### src/hdl/rge_pkg.sv
package rge_pkg;

   localparam int NUM_BITS  = 256;
   localparam int LOG_DEPTH = 1024;

   localparam int IDX_W  = 8;
   localparam int POS_W  = 10;
   localparam int CNT_W  = 32;
   localparam int BIT_AW = (NUM_BITS > 1) ? $clog2(NUM_BITS) : 1;
   localparam int LOG_AW = (LOG_DEPTH > 1) ? $clog2(LOG_DEPTH) : 1;

   // one sweep clears both stores, so it covers the deeper one
   localparam int CLR_DEPTH = (LOG_DEPTH > NUM_BITS) ? LOG_DEPTH : NUM_BITS;
   localparam int CLR_AW    = (CLR_DEPTH > 1) ? $clog2(CLR_DEPTH) : 1;

   typedef enum logic [1:0] {
      REQ_EXEC       = 2'd0,
      REQ_CHECKPOINT = 2'd1,
      REQ_RESTORE    = 2'd2
   } req_kind_type;

   typedef enum logic [1:0] {
      GATE_CCNOT = 2'd0,
      GATE_CNOT  = 2'd1,
      GATE_NOT   = 2'd2,
      GATE_SWAP  = 2'd3
   } gate_code_type;

   // log entry layout: gate in 1:0, a in 9:2, b in 17:10, c in 25:18
   typedef struct packed {
      logic [IDX_W-1:0] c;
      logic [IDX_W-1:0] b;
      logic [IDX_W-1:0] a;
      gate_code_type    gate;
   } log_entry_type;

   typedef struct packed {
      logic             en;
      logic [IDX_W-1:0] idx;
      logic             val;
   } bit_write_type;

   typedef struct packed {
      bit_write_type w1;
      bit_write_type w2;
      logic          na;
      logic          nb;
      logic          nc;
      log_entry_type entry;
   } gate_result_type;

   typedef enum logic [3:0] {
      ST_CLEAR,
      ST_IDLE,
      ST_RDC,
      ST_GATE,
      ST_SWAP2,
      ST_LOGRD,
      ST_LOGDAT,
      ST_FIN_AB,
      ST_FIN_C,
      ST_FIN_CAP,
      ST_DONE
   } seq_state_type;

   function automatic logic idx_ok(input logic [IDX_W-1:0] idx);
      return ({1'b0, idx} < (IDX_W+1)'(NUM_BITS));
   endfunction

endpackage

### src/hdl/rge_gate_alu.sv
module rge_gate_alu import rge_pkg::*; (
   input  log_entry_type   op,
   input  logic            ra,
   input  logic            rb,
   input  logic            rc,
   output gate_result_type res
);

   // value of one operand after both writes land, later write wins
   function automatic logic merge_bit(input logic [IDX_W-1:0] idx, input logic orig,
                                      input bit_write_type w1, input bit_write_type w2);
      logic v;
      v = orig;
      if (w1.en && (w1.idx == idx)) begin
         v = w1.val;
      end
      if (w2.en && (w2.idx == idx)) begin
         v = w2.val;
      end
      return v;
   endfunction

   always_comb begin
      res            = '0;
      res.entry.gate = op.gate;
      res.entry.a    = op.a;
      unique case (op.gate)
         GATE_CCNOT: begin
            res.w1      = '{en: ra & rb & idx_ok(op.c), idx: op.c, val: ~rc};
            res.entry.b = op.b;
            res.entry.c = op.c;
         end
         GATE_CNOT: begin
            res.w1      = '{en: ra & idx_ok(op.b), idx: op.b, val: ~rb};
            res.entry.b = op.b;
         end
         GATE_NOT: begin
            res.w1 = '{en: idx_ok(op.a), idx: op.a, val: ~ra};
         end
         GATE_SWAP: begin
            res.w1      = '{en: idx_ok(op.a), idx: op.a, val: rb};
            res.w2      = '{en: idx_ok(op.b), idx: op.b, val: ra};
            res.entry.b = op.b;
         end
      endcase
      res.na = merge_bit(op.a, ra, res.w1, res.w2);
      res.nb = merge_bit(op.b, rb, res.w1, res.w2);
      res.nc = merge_bit(op.c, rc, res.w1, res.w2);
   end

endmodule

### config.mk
export PLATFORM = sky130hd
export DESIGN_NAME = rge_gate_alu
export DESIGN_NICKNAME = d
export VERILOG_FILES = /design/src/hdl/rge_pkg.sv /design/src/hdl/rge_gate_alu.sv
export SDC_FILE = /design/constraint.sdc
export NUM_CORES = 1
export LEC_CHECK = 0
export BUFFER_PORTS_ARGS = -buffer_cell sky130_fd_sc_hd__buf_2
export CAP_MARGIN = 30
export CORE_MARGIN = 8
export CORE_UTILIZATION = 40
export DETAILED_ROUTE_END_ITERATION = 12
export GPL_TIMING_DRIVEN = 0
export PLACE_DENSITY = 0.79
export SETUP_SLACK_MARGIN = 0.02
export SKIP_LAST_GASP = 1
export SLEW_MARGIN = 20
export SYNTH_ARGS = -nofsm -noshare
export SYNTH_HDL_FRONTEND = slang
export SYNTH_SLANG_ARGS = --single-unit
### constraint.sdc
create_clock -name vclk -period 3.3
set_clock_uncertainty 0.1 [all_clocks]
set_input_delay 0.495 -clock vclk [all_inputs]
set_output_delay 0.495 -clock vclk [all_outputs]
set_load 0.01 [all_outputs]
Word-level counts from Yosys, hierarchy flattened

Index checks and enable logic that the tools add are counted.

Flip-flop bits (word level): 0
Bits in latches: 0
Bits in writable memories: 0
Memory bits (read-only): 0
Bits of input ports: 29
Output and inout bits: 49
Logic and storage cells: 31
Memories kept: 0

$add $sub $neg: 0
Multipliers: 0
Div/mod/pow operators: 0
Order comparisons: 0
Eq/ne operators: 9
Shift operators: 0
Mux-type cells: 10
Bitwise operators: 4
Reduce and logical (&&, ||, !) cells: 8

Operators with widths:

| cell               | count |
|---|---|
| $eq 8x8->1         | 6 |
| $pmux 10 s4        | 1 |
| $mux 8             | 2 |
| $mux 10            | 1 |
| $logic_and 1x1->1  | 6 |
| $mux 1             | 6 |
| $eq 2x2->1 const B | 2 |
| $not 1->1          | 3 |
| $reduce_or 3->1    | 1 |
| $eq 2x1->1 const B | 1 |
| $logic_not 2->1    | 1 |
| $and 1x1->1        | 1 |

Logic depth before layout (Yosys ltp)

Word-level depth: 6
Depth in mapped cells: 9
Mapped depth without buffers: 7

Worst setup path before layout

Ideal clock, no wire load.

Path type: input-to-output
From: input op[0] (netlist bit)
To: output res[28] (netlist bit)
Arrival: 1891 ps
Required time: 2705 ps
Slack: 814 ps
Cell stages on the path: 7
Buffers on the path: 2
Path through: buf_6 -> buf_6 -> mux2_4 -> xor2_1 -> nor4_2 -> o221ai_1 -> mux2_1

RTL lines:

| element     | RTL line          | source |
|---|---|---|
| from (decl) | rge_gate_alu.sv:2 | `input log_entry_type op,` |
| to (decl)   | rge_gate_alu.sv:6 | `output gate_result_type res` |

==> impl_metrics.yaml <==
worst_setup_path:
  cp-end-kind: "output port"
  crit_chain: "buf_2 > nor2b_1 > a211oi_1 > o2111ai_1 > nor4_2 > o221ai_1 > mux2_1 > buf_2"
  worstSetupPathType: "in2out"
  crit_fanout: 6
  cp.buffers_inverters: 2
  cp_slowest_cell: "a211oi_1"
  crit_family: "compound AO/OA/AOI/OAI gates"
  critPathLaunchType: "input port"
  max_stage_delay_ps: 420
  critPathArrivalTime_ps: 2290
  path_common_cell: "buf_2"
  worstSetupPathDepth: 8
  cp_data_required_time_ps: 2700
routing:
  drt-met1-wl_um: 1730
  dr_wl_met3_um: 317
  via_per_inst: 5.21
  top_layer_used: "met3"
  dr.pass1.iters: 4
  first_iter_violations: 37
  wirelength_um: 3980
  route.met2.wl_um: 1930
  num_vias: 1366
  drtAntennaViolNets: 0
  drc: 0
  post_drt_wl_per_cell_um: 15.2
hold_path:
  hold_depth: 2
  min-delay-start: "op[0]"
  hold_path_end: "res[0]"
  hold_class: "in2out"
logic_synthesis:
  synth.avg_cell_area_um2: 7.03
  synth-warning-count: 0
  synth_area_leaders: "xor2_1, mux2_2, xnor2_1"
  yosysTopAreaCellShare_pct: 12.1
  yosysSeqAreaShare_pct: 0
  ys_types: 39
  syn-cell-area_um2: 1080
  yosysTopAreaCell: "xor2_1"
  syn-num-nets: 183
  synthCells: 154
floorplan:
  chipHeight_um: 68.0
  core_um2: 2660
  die_w_um: 68.0
  rows: 19
  initial_core_util_pct: 40.6
  dieArea_um2: 4630
  io_pins: 78
layout:
  seq_cells: 0
  final_net_count: 262
  finish.utilization_pct: 56.6
  drive_above_1_share_pct: 45.5
  final_cell_mix: "buf_2, xor2_1, and2_1"
  num_antenna_cells: 0
  ff_latch_area_um2: 0
  clock_buffers: 0
  fillCellCount: 271
  final_common_cell: "buf_2"
  area_growth_pct: 39.2
  design_area_um2: 1510
timing:
  min_period_ps: 2890
  fin_setup_tns_ps: 0
  clock.fmax_ghz: 0.346
  finalSetupViolCount: 0
  worstMarginPinSlew_ps: 541
  slew_headroom_pct: 63.8
  rsz0062_at_grt: "no"
  period_share_pct: 87.6
  layout_setup_ws_ps: 411
  final_hold_viol_count: 0
  drv_slew: 0
pwr:
  peakVddDrop_v: 0.0000786
  power.density_nw_per_um2: 151
  power.leakage_uw: 0.000774
global_routing:
  grt_usage_pct: 16.3
  antenna_found_initial: 0
  gr-total-overflow: 0
  grt_max_degree: 11
  grt_pass1_wl_um: 6180
  first_global_vias: 1283
placed_design:
  port_buffers: 77
  post_dp_cell_area_um2: 1510
  place_hpwl_um: 3320
  dp_slack_ps: 450
  gp_congestion: 0.920
clock_network:
  cts_setup_buffers: 0
  ctsResizeCount: 0
  holdBufCountCts: 0
status:
  status: "complete, no violations"
job:
  cap_viol_max_count: 0
[Yosys cell counts (all sizes together)]
library cell	n
a2111oi	1
a211o	1
a211oi	2
a21oi	6
a221oi	2
a2bb2oi	1
a311o	1
a41oi	1
and2	14
and3	7
buf	13
clkbuf	3
inv	8
mux2	11
mux2i	4
nand2	8
nand2b	3
nand3	2
nand4	4
nor2	8
nor2b	6
nor3	4
nor4	3
o2111ai	1
o21ai	10
o21bai	1
o221ai	1
o22ai	1
o31ai	1
xnor2	11
xor2	15
[report_power, final]
part | leakage [uW] | switching (uW) | internal (uW)
clock | 0 | 0 | 0
sequential | 0 | 0 | 0
combinational | 0.000774 | 124 | 103
total | 0.000774 | 124 | 103
[cell families after synthesis]
kind of cell	synth area share [%]
simple gates	30.3
compound gates	18.7
buf+inv	13.3
xor+xnor	21.0
mux	16.6
[layer usage]
layer / global-route usage (%) / vias up
met5: 0 / -
met3: 2.13 / 0
met4: 0.767 / 0
met1: 20.6 / 619
li1: - / 692
met2: 30.0 / 55
[worst max path at each step]
stage           start  endpoint  slack (ps)
3_3_place_gp   op[25]   res[28]         480
5_1_grt        op[25]   res[28]         270
2_1_floorplan   op[0]   res[28]         810
4_1_cts        op[25]   res[28]         440
6_report       op[25]   res[28]         410
3_5_place_dp   op[25]   res[28]         450
[metrics by stage]
stage,std cells,hold slack [ps],power (uW)
after floorplan,154,982,133
after global placement,262,1080,227
after detailed placement,262,1080,228
after CTS,262,1080,228
after global routing,262,1080,248
final,262,1080,227
[cell type report]
type | instances | area (um^2) | area share, %
Buffer | 16 | 114 | 7.56
Timing Repair Buffer | 77 | 385 | 25.6
Tap cell | 31 | 38.8 | 2.57
Multi-Input combinational cell | 130 | 938 | 62.3
Inverter | 8 | 30.0 | 1.99
(Power assumes the default switching activity.)
