### src/hdl/rge_pkg.sv
package rge_pkg;

   localparam int NUM_BITS  = 256;
   localparam int LOG_DEPTH = 1024;

   localparam int IDX_W  = 8;
   localparam int POS_W  = 10;
   localparam int CNT_W  = 32;
   localparam int BIT_AW = (NUM_BITS > 1) ? $clog2(NUM_BITS) : 1;
   localparam int LOG_AW = (LOG_DEPTH > 1) ? $clog2(LOG_DEPTH) : 1;

   // one sweep clears both stores, so it covers the deeper one
   localparam int CLR_DEPTH = (LOG_DEPTH > NUM_BITS) ? LOG_DEPTH : NUM_BITS;
   localparam int CLR_AW    = (CLR_DEPTH > 1) ? $clog2(CLR_DEPTH) : 1;

   typedef enum logic [1:0] {
      REQ_EXEC       = 2'd0,
      REQ_CHECKPOINT = 2'd1,
      REQ_RESTORE    = 2'd2
   } req_kind_type;

   typedef enum logic [1:0] {
      GATE_CCNOT = 2'd0,
      GATE_CNOT  = 2'd1,
      GATE_NOT   = 2'd2,
      GATE_SWAP  = 2'd3
   } gate_code_type;

   // log entry layout: gate in 1:0, a in 9:2, b in 17:10, c in 25:18
   typedef struct packed {
      logic [IDX_W-1:0] c;
      logic [IDX_W-1:0] b;
      logic [IDX_W-1:0] a;
      gate_code_type    gate;
   } log_entry_type;

   typedef struct packed {
      logic             en;
      logic [IDX_W-1:0] idx;
      logic             val;
   } bit_write_type;

   typedef struct packed {
      bit_write_type w1;
      bit_write_type w2;
      logic          na;
      logic          nb;
      logic          nc;
      log_entry_type entry;
   } gate_result_type;

   typedef enum logic [3:0] {
      ST_CLEAR,
      ST_IDLE,
      ST_RDC,
      ST_GATE,
      ST_SWAP2,
      ST_LOGRD,
      ST_LOGDAT,
      ST_FIN_AB,
      ST_FIN_C,
      ST_FIN_CAP,
      ST_DONE
   } seq_state_type;

   function automatic logic idx_ok(input logic [IDX_W-1:0] idx);
      return ({1'b0, idx} < (IDX_W+1)'(NUM_BITS));
   endfunction

endpackage

### src/hdl/rge_bit_ram.sv
module rge_bit_ram import rge_pkg::*; (
   input  logic             clock,
   input  bit_write_type    wr,
   input  logic [IDX_W-1:0] rd_idx0,
   input  logic [IDX_W-1:0] rd_idx1,
   output logic             rd_bit0,
   output logic             rd_bit1
);

   logic bits_mem [NUM_BITS];
   logic data0_ff, data1_ff;
   logic ok0_ff, ok1_ff;

   // drop writes to indexes past the file
   always_ff @(posedge clock) begin
      if (wr.en && idx_ok(wr.idx)) begin
         bits_mem[wr.idx[BIT_AW-1:0]] <= wr.val;
      end
      data0_ff <= bits_mem[rd_idx0[BIT_AW-1:0]];
      data1_ff <= bits_mem[rd_idx1[BIT_AW-1:0]];
      ok0_ff   <= idx_ok(rd_idx0);
      ok1_ff   <= idx_ok(rd_idx1);
   end

   // indexes past the file read as zero
   assign rd_bit0 = data0_ff & ok0_ff;
   assign rd_bit1 = data1_ff & ok1_ff;

endmodule

### config.mk
export PLATFORM = sky130hd
export DESIGN_NAME = rge_bit_ram
export DESIGN_NICKNAME = d
export VERILOG_FILES = /design/src/hdl/rge_pkg.sv /design/src/hdl/rge_bit_ram.sv
export SDC_FILE = /design/constraint.sdc
export NUM_CORES = 1
export LEC_CHECK = 0
export BUFFER_PORTS_ARGS = -buffer_cell sky130_fd_sc_hd__buf_4
export CORE_ASPECT_RATIO = 1.75
export CORE_UTILIZATION = 54
export CTS_CLUSTER_DIAMETER = 150
export DETAILED_ROUTE_END_ITERATION = 6
export PLACE_DENSITY_LB_ADDON = 0.25
export SYNTH_ARGS = -nofsm -noshare
export SYNTH_HDL_FRONTEND = slang
export SYNTH_SLANG_ARGS = --single-unit
### constraint.sdc
create_clock -name clock -period 1.88 [get_ports clock]
set_input_delay 0.188 -clock clock [delete_from_list [all_inputs] [get_ports clock]]
set_output_delay 0.188 -clock clock [all_outputs]
set_load 0.02 [all_outputs]
Word level (Yosys, flattened, before mapping)
Memory sizes are Yosys's and may differ from the RTL's. A register that Yosys moved wholly into a read port is not among the register bits.
Cells that the tools add are included.
{"block": "op_classes", "mux": 2}
{"operator": "$mux 1", "count": 2}
{"block": "totals", "ff_bits": 0, "ramBits": 256, "out_inout_bits": 2, "word_cells": 3, "n_memories": 1}
{"name": "bits_mem", "words": 256, "width": 1, "rd": 2, "rd_ports_with_merged_regs": 2, "write_ports": 1, "line": "rge_bit_ram.sv:10", "source": "logic bits_mem [NUM_BITS];"}

Longest topological paths before layout
Gate-level depths: netlist (run 1).
{"block": "logic_depth", "depth_word": 2, "ltp_mapped": 10, "mapped_depth_nobuf": 6}

Worst setup path before layout (run 1)
No wires, ideal clock.
{"block": "synth_timing", "path_kind": "input to register", "start": "input rd_idx1[0]", "end": "register data1_ff, read port of bits_mem", "setup_time_ns": 0.129, "t_arrival_ns": 1.931, "required_ns": 1.751, "path_slack_ns": -0.180, "path_stages": 8, "n_path_buf": 2, "path_cell_list": "buf_2 buf_4 mux4_2 mux2_2 a2111oi_0 nor3b_1 a31oi_1 a32oi_1"}
{"element": "start: declaration", "line": "rge_bit_ram.sv:5", "source": "input logic [IDX_W-1:0] rd_idx1,"}
{"element": "end: declaration", "line": "rge_bit_ram.sv:11", "source": "logic data0_ff, data1_ff;"}

==> insert_results.sql, run 1 <==
INSERT INTO impl_metrics (metric_group, metric, value, unit) VALUES
('outcome', 'failed_checks', 'setup timing', ''),
('pwr', 'p_sw', '2.801', 'mW'),
('timing', 'layout_setup_ws', '-0.2045', 'ns'),
('cells_and_area', 'final_nets', '1119', ''),
('drt', 'drt-wirelength-per-cell', '26.22', 'um'),
('timing', 'min_hold_slack', '0.04246', 'ns'),
('cells_and_area', 'final_cells', '1416', ''),
('pwr', 'power.share.sequential', '52.2', '%'),
('worst_setup_path', 'cp-start-kind', 'flip-flop', ''),
('cells_and_area', 'filler_cell_count', '1819', ''),
('global_route', 'grt_use_met3', '3.397', '%'),
('yosys', 'syn_avg_cell_area', '13.43', 'sq um'),
('floorplan', 'floorplan.initialDensity', '55.29', '%'),
('pwr', 'clock_power_share', '36.9', '%'),
('clock_network', 'tritoncts_num_sinks', '258', ''),
('worst_setup_path', 'crit_type', 'reg2reg', ''),
('floorplan', 'die-area', '0.02535', 'sq mm'),
('global_route', 'groute.usage.overall', '30.38', '%'),
('worst_setup_path', 'worst-path-max-fanout', '2', ''),
('worst_setup_path', 'critical_path_arrival', '2.49', 'ns'),
('pwr', 'power_switching_share', '23.03', '%'),
('global_route', 'grt_met2_use', '55.17', '%'),
('drt', 'drc', '0', ''),
('timing', 'tns', '-0.4030', 'ns'),
('yosys', 'yosys_warning_count', '0', ''),
('cells_and_area', 'insertedDiodeCount', '0', ''),
('yosys', 'netlist_area', '0.01333', 'sq mm'),
('yosys', 'synth_top_area_share', '57.65', '%'),
('yosys', 'synthCells', '993', ''),
('timing', 'final_period_util', '110.9', '%'),
('yosys', 'synth-seq-area-share', '57.95', '%'),
('global_route', 'antenna_found_initial', '0', ''),
('drt', 'detail_route.vias_per_cell', '6.466', ''),
('timing', 'setup_viol_count_final', '2', ''),
('yosys', 'netlist_top_cells_area', 'sky130_fd_sc_hd__edfxtp_1 (58%), sky130_fd_sc_hd__mux4_2 (14%), sky130_fd_sc_hd__mux2i_1 (8.7%)', ''),
('placed_design', 'hpwl_after_detailed_placement', '25.75', 'mm'),
('timing', 'grt_setup_unrepaired', 'true', ''),
('cells_and_area', 'area_growth', '16.90', '%'),
('pwr', 'cellInternalPower', '9.364', 'mW'),
('floorplan', 'floorplan.core_area', '0.02412', 'sq mm'),
('clock_network', 'tritoncts', 'yes', ''),
('floorplan', 'die-height', '209.9', 'um'),
('floorplan', 'placementRows', '75', ''),
('pwr', 'power.leakage', '5.185', 'nW'),
('min_path', 'holdCritPathClass', 'in2reg', ''),
('pwr', 'p_per_area', '780.5', 'mW/mm^2'),
('placed_design', 'dp_cells', '1372', ''),
('timing', 'relSlewSlack', '61.56', '%'),
('run', 'cap_violations', '0', ''),
('drt', 'drt_pre_antenna_iters', '5', ''),
('timing', 'worst_clock_skew', '0.008903', 'ns'),
('yosys', 'count_of_state_elements_after_synthesis', '258', ''),
('clock_network', 'path_clk_slew', '0.06', 'ns'),
('placed_design', 'globalplace.congestion', '0.9347', ''),
('timing', 'achievable-frequency', '479.7', 'MHz'),
('clock_network', 'clock_latency', '0.53', 'ns'),
('yosys', 'yosysUniqueCellTypes', '47', ''),
('floorplan', 'floorplan.die.width', '120.8', 'um'),
('drt', 'detail_route.wirelength', '37.13', 'mm'),
('clock_network', 'ctsHtreeMaxLevel', '1', ''),
('yosys', 'synth_nets', '1020', ''),
('placed_design', 'numPortBuffers', '28', ''),
('drt', 'postRouteAntennaNets', '0', ''),
('clock_network', 'tritoncts.num_buffers', '24', ''),
('outcome', 'outcome', 'finished, violations left', ''),
('pwr', 'fin_total_pwr', '12.17', 'mW'),
('global_route', 'global_route_wire_length_before_repair', '55.63', 'mm'),
('global_route', 'grt_use_met1', '34.43', '%'),
('timing', 'minimum_clock_period', '2.085', 'ns'),
('global_route', 'grt_start_max_net_pins', '78', ''),
('clock_network', 'cts_max_path_buffers', '3', '');
power by group through the flow:
stage | logic [mW] | clock network (mW) | registers [mW]
floorplan | 0.697 | 0 | 6.48
global placement | 1.25 | 0 | 6.47
detailed placement | 1.27 | 0 | 6.47
CTS | 1.29 | 4.52 | 6.35
global route | 1.39 | 4.73 | 6.35
finish | 1.33 | 4.49 | 6.35
Yosys cell counts (3+ instances only):
library cell / number
sky130_fd_sc_hd__mux2_2: 7
sky130_fd_sc_hd__o22ai_1: 38
sky130_fd_sc_hd__nor4_1: 9
sky130_fd_sc_hd__o21ai_0: 11
sky130_fd_sc_hd__nand2_1: 22
sky130_fd_sc_hd__a2111oi_0: 6
sky130_fd_sc_hd__inv_1: 3
sky130_fd_sc_hd__mux2i_1: 116
sky130_fd_sc_hd__a22oi_1: 4
sky130_fd_sc_hd__edfxtp_1: 256
sky130_fd_sc_hd__nor4b_1: 5
sky130_fd_sc_hd__nor2_1: 282
sky130_fd_sc_hd__clkbuf_1: 44
sky130_fd_sc_hd__a22o_1: 6
sky130_fd_sc_hd__o2111ai_1: 3
sky130_fd_sc_hd__buf_2: 16
sky130_fd_sc_hd__nand3b_1: 5
sky130_fd_sc_hd__mux4_2: 83
sky130_fd_sc_hd__nand3_1: 14
sky130_fd_sc_hd__nor2b_1: 8
sky130_fd_sc_hd__buf_1: 6
sky130_fd_sc_hd__o22a_1: 3
sky130_fd_sc_hd__buf_4: 13
area by class of cell:
class,instances,area (sq um),area share (%)
Clock buffer,32,651.9,4.182
Clock inverter,10,46.29,0.2970
Inverter,3,11.26,0.07224
Multi-Input combinational cell,651,5365,34.42
Sequential cell,258,7727,49.57
Tap cell,308,385.4,2.472
Timing Repair Buffer,154,1400,8.982
sequential cells by signal (all words and copies together), names as in the netlist:
signal	cells
bits_mem	256
data0_ff	1
data1_ff	1
stage by stage:
stage / cell area, sq um / setup slack, ns
after global placement: 14750 / -0.5117
after floorplan: 13430 / -0.01780
after CTS: 15520 / -0.2056
after global routing: 15590 / -0.3088
after detailed placement: 14750 / -0.6205
final: 15590 / -0.2045
per-layer routing:
layer	wire, um	vias up
li1	-	3991
met1	12680	4653
met2	20120	402
met3	2294	110
met4	2024	0
met5	0	-
layout by cell type (no fill, tap or decap), drive strengths merged, types with 3 or more instances in the layout:
master	n
o22ai	38
inv	4
clkinv	9
o2111ai	3
mux4	83
clkbuf	32
a22o	6
nand3	14
o21ai	11
a2111oi	6
nor4b	5
nor2	282
mux2i	116
edfxtp	256
nand3b	5
nor4	9
nor2b	8
o22a	3
a22oi	4
nand2	22
buf	153
mux2	7
critical path: stages (launching register included):
cell                        delay [ns]
sky130_fd_sc_hd__edfxtp_1         0.39
sky130_fd_sc_hd__mux4_2           0.48
sky130_fd_sc_hd__mux2_4           0.31
sky130_fd_sc_hd__a2111oi_4        0.29
sky130_fd_sc_hd__nor3b_1          0.09
sky130_fd_sc_hd__a31oi_1          0.18
sky130_fd_sc_hd__buf_4            0.17
sky130_fd_sc_hd__a32oi_1          0.06
final timing paths:
check | slack [ns] | startpoint | endpoint | cells past startpoint
min | 0.04 | rd_idx0[6] | data0_ff$_DFF_P_ | 3
min reg2reg | 0.99 | bits_mem[12]$_DFFE_PP_ | data1_ff$_DFF_P_ | 6
max | -0.20 | bits_mem[179]$_DFFE_PP_ | data1_ff$_DFF_P_ | 7
max reg2reg | -0.20 | bits_mem[179]$_DFFE_PP_ | data1_ff$_DFF_P_ | 7
cell families after synthesis:
group | count (synthesis) | synth area share (%)
AO/OA/AOI/OAI | 85 | 4.429
buffers and inverters | 84 | 2.993
flip-flops | 258 | 57.95
multiplexers | 206 | 23.32
AND/OR/NAND/NOR | 360 | 11.31
timing repair:
item | in CTS | in global routing
setup endpoints to repair | 2 | 2
resized for setup | 11 | 9
pin swaps | 4 | 4
buffers inserted | 1 | 0
hold endpoints to repair | 0 | 1
hold buffers | 0 | 1
(Power assumes the default switching activity.)
==> inputs of run 2 (changes only) <==
--- a/config.mk
+++ b/config.mk
@@ -11,6 +11,7 @@
 export CTS_CLUSTER_DIAMETER = 150
 export DETAILED_ROUTE_END_ITERATION = 6
 export PLACE_DENSITY_LB_ADDON = 0.25
+export REMOVE_ABC_BUFFERS = 1
 export SYNTH_ARGS = -nofsm -noshare
 export SYNTH_HDL_FRONTEND = slang
 export SYNTH_SLANG_ARGS = --single-unit
==> run 2 against run 1 <==
Effect of this change: the flow still finishes with violations (setup timing); global-route usage is 1.4 points higher; via count grew 3.2%; wire length up 4.5%; cell count rose by 1.3%; worst setup slack worse by 0.14 ns; final area increased by 0.16%; combinational power barely moved; worst hold slack improved by 0.0054 ns; clock skew rose by 0.0082 ns; count of clock-buffer cells in the layout shrank 6.
==> insert_results.sql, run 2 (synthesis gave the netlist of run 1 again) <==
INSERT INTO impl_metrics (metric_group, metric, value, unit) VALUES
('drt', 'detail_route.vias_per_cell', '6.589', ''),
('cells_and_area', 'final_cells', '1434', ''),
('timing', 'report.final.hold_viol_count', '0', ''),
('floorplan', 'die-height', '209.9', 'um'),
('floorplan', 'floorplan.initialDensity', '55.29', '%'),
('floorplan', 'placementRows', '75', ''),
('pwr', 'p_per_area', '781.8', 'mW/mm^2'),
('placed_design', 'dp_cells', '1388', ''),
('min_path', 'hp-start', 'wr[0]', ''),
('placed_design', 'globalplace.congestion', '0.9623', ''),
('placed_design', 'hpwl_after_detailed_placement', '26.54', 'mm'),
('worst_setup_path', 'worst-path-max-fanout', '2', ''),
('worst_setup_path', 'kind_of_end_point_of_the_critical_path', 'flip-flop', ''),
('global_route', 'total_congestion_overflow', '0', ''),
('worst_setup_path', 'crit_path_start', 'bits_mem[74]$_DFFE_PP_', ''),
('global_route', 'global_route_wire_length_before_repair', '57.59', 'mm'),
('drt', 'postRouteAntennaNets', '0', ''),
('run', 'cap_violations', '0', ''),
('worst_setup_path', 'cp-start-kind', 'flip-flop', ''),
('worst_setup_path', 'timing.rr.start', 'bits_mem[74]$_DFFE_PP_', ''),
('timing', 'worst_clock_skew', '0.01707', 'ns'),
('clock_network', 'path_clk_slew', '0.07', 'ns'),
('clock_network', 'clock_latency', '0.55', 'ns'),
('drt', 'drt-wirelength-per-cell', '27.06', 'um'),
('placed_design', 'numPortBuffers', '28', ''),
('timing', 'layout_setup_ws', '-0.3488', 'ns'),
('global_route', 'antenna_found_initial', '2', ''),
('min_path', 'holdCritPathClass', 'in2reg', ''),
('cells_and_area', 'layout_commonest_cell', 'sky130_fd_sc_hd__nor2_1', ''),
('timing', 'minimum_clock_period', '2.229', 'ns'),
('worst_setup_path', 'worstPathRequired', '2.30', 'ns'),
('clock_network', 'tritoncts', 'yes', ''),
('timing', 'final_period_util', '118.6', '%'),
('clock_network', 'tritoncts_num_sinks', '258', ''),
('cells_and_area', 'area_growth', '17.09', '%'),
('timing', 'relSlewSlack', '59.07', '%'),
('timing', 'setup_viol_count_final', '2', ''),
('drt', 'drtIter0Drc', '1050', ''),
('cells_and_area', 'filler_cell_count', '1767', ''),
('clock_network', 'clockRootBuffer', 'sky130_fd_sc_hd__clkbuf_16', ''),
('cells_and_area', 'layout-drive-gt1-share', '27.40', '%'),
('global_route', 'grt_start_max_net_pins', '80', ''),
('drt', 'detail_route.wirelength', '38.80', 'mm'),
('floorplan', 'floorplan.die.width', '120.8', 'um'),
('global_route', 'grt_pass1_vias', '9740', ''),
('timing', 'tightestPinTransition', '0.6124', 'ns'),
('drt', 'drc', '0', ''),
('outcome', 'failed_checks', 'setup timing', ''),
('clock_network', 'ctsHtreeMaxLevel', '1', ''),
('clock_network', 'cts_max_path_buffers', '3', ''),
('pwr', 'power.leakage', '5.233', 'nW'),
('outcome', 'outcome', 'finished, violations left', ''),
('worst_setup_path', 'crit_type', 'reg2reg', ''),
('drt', 'drt_pre_antenna_iters', '5', ''),
('drt', 'detailroute.via_count', '9448', ''),
('floorplan', 'ios', '29', ''),
('worst_setup_path', 'critical_path_arrival', '2.64', 'ns'),
('pwr', 'power.ir.vdd_worst', '0.8076', 'mV'),
('timing', 'final_max_slew_viol_count', '0', ''),
('timing', 'grt_setup_unrepaired', 'true', ''),
('cells_and_area', 'final_nets', '1135', ''),
('timing', 'achievable-frequency', '448.7', 'MHz'),
('floorplan', 'die-area', '0.02535', 'sq mm'),
('clock_network', 'tritoncts.num_buffers', '23', ''),
('cells_and_area', 'max_ffs_per_register', '256', ''),
('global_route', 'groute.usage.overall', '31.82', '%'),
('pwr', 'fin_total_pwr', '12.21', 'mW'),
('cells_and_area', 'mostFrequentLayoutCells', 'sky130_fd_sc_hd__nor2_1 (282), sky130_fd_sc_hd__edfxtp_1 (256), sky130_fd_sc_hd__buf_4 (156)', ''),
('floorplan', 'floorplan.core_area', '0.02412', 'sq mm');
run 2: cell count changes in the layout (fill, tap and decap cells not counted), sizes merged:
cell / change
diode: +2
clkbuf: -6
buf: +17
clkinvlp: +2
clkinv: +2
bufinv: +1
run 2: through the flow:
stage / worst slack [ns] / utilization, % / area, sq um / setup TNS (ns) / hold slack [ns]
after floorplan: -0.09994 / - / 12950 / -0.09994 / 0.2869
after global placement: -0.6427 / 61.20 / 14760 / -1.091 / 0.5425
after detailed placement: -0.7503 / 61.20 / 14760 / -1.216 / 0.5705
after CTS: -0.3226 / 64.63 / 15590 / -0.5099 / 0.04072
after global routing: -0.4217 / 64.72 / 15610 / -0.6833 / 0.05935
final: -0.3488 / 64.74 / 15610 / -0.5691 / 0.04782
run 2: final timing paths:
check	cells after the start	endpoint	slack [ns]
worst max-delay path	8	data0_ff$_DFF_P_	-0.35
worst min-delay path	1	bits_mem[224]$_DFFE_PP_	0.05
worst max register to register	8	data0_ff$_DFF_P_	-0.35
worst min register to register	4	data1_ff$_DFF_P_	0.98
run 2: layout make-up:
cell class | count | area [sq um] | area share [%]
diodes | 2 | 5.005 | 0.03206
inverters | 3 | 11.26 | 0.07213
flip-flops and latches | 258 | 7727 | 49.50
repair buffers | 171 | 1453 | 9.304
clock inverters | 15 | 112.6 | 0.7213
well taps | 308 | 385.4 | 2.468
clock buffers | 26 | 586.8 | 3.759
multi-input cells | 651 | 5331 | 34.15
run 2: worst max-delay path, stage by stage (launching register included):
cell and delay, ns:
sky130_fd_sc_hd__edfxtp_1 0.40, sky130_fd_sc_hd__mux4_2 0.48, sky130_fd_sc_hd__a22o_1 0.26, sky130_fd_sc_hd__nor4_1 0.27, sky130_fd_sc_hd__nor4b_2 0.11, sky130_fd_sc_hd__buf_4 0.14
sky130_fd_sc_hd__a311oi_1 0.21, sky130_fd_sc_hd__buf_4 0.18, sky130_fd_sc_hd__a22oi_2 0.05
run 2: layer usage:
metal | track usage (%) | share of wire, % | vias up
li1 | - | - | 4022
met1 | 34.72 | 32 | 4698
met2 | 55.93 | 52 | 541
met3 | 4.864 | 7.7 | 187
met4 | 22.48 | 7.9 | 0
met5 | 0 | 0 | -
run 2: where the power goes:
group / total, mW / switching [mW] / internal [mW]
Combinational: 1.34 / 0.742 / 0.600
Clock: 4.52 / 2.12 / 2.40
Sequential: 6.34 / 0.00947 / 6.33
run 2: timing repair:
action,4_1_cts,5_1_grt
gates cloned,0,0
hold endpoints to repair,1,0
resized for setup,19,4
hold buffers,1,0
endpoints found under the setup margin,2,2
pin swaps,6,4
buffers inserted,3,0
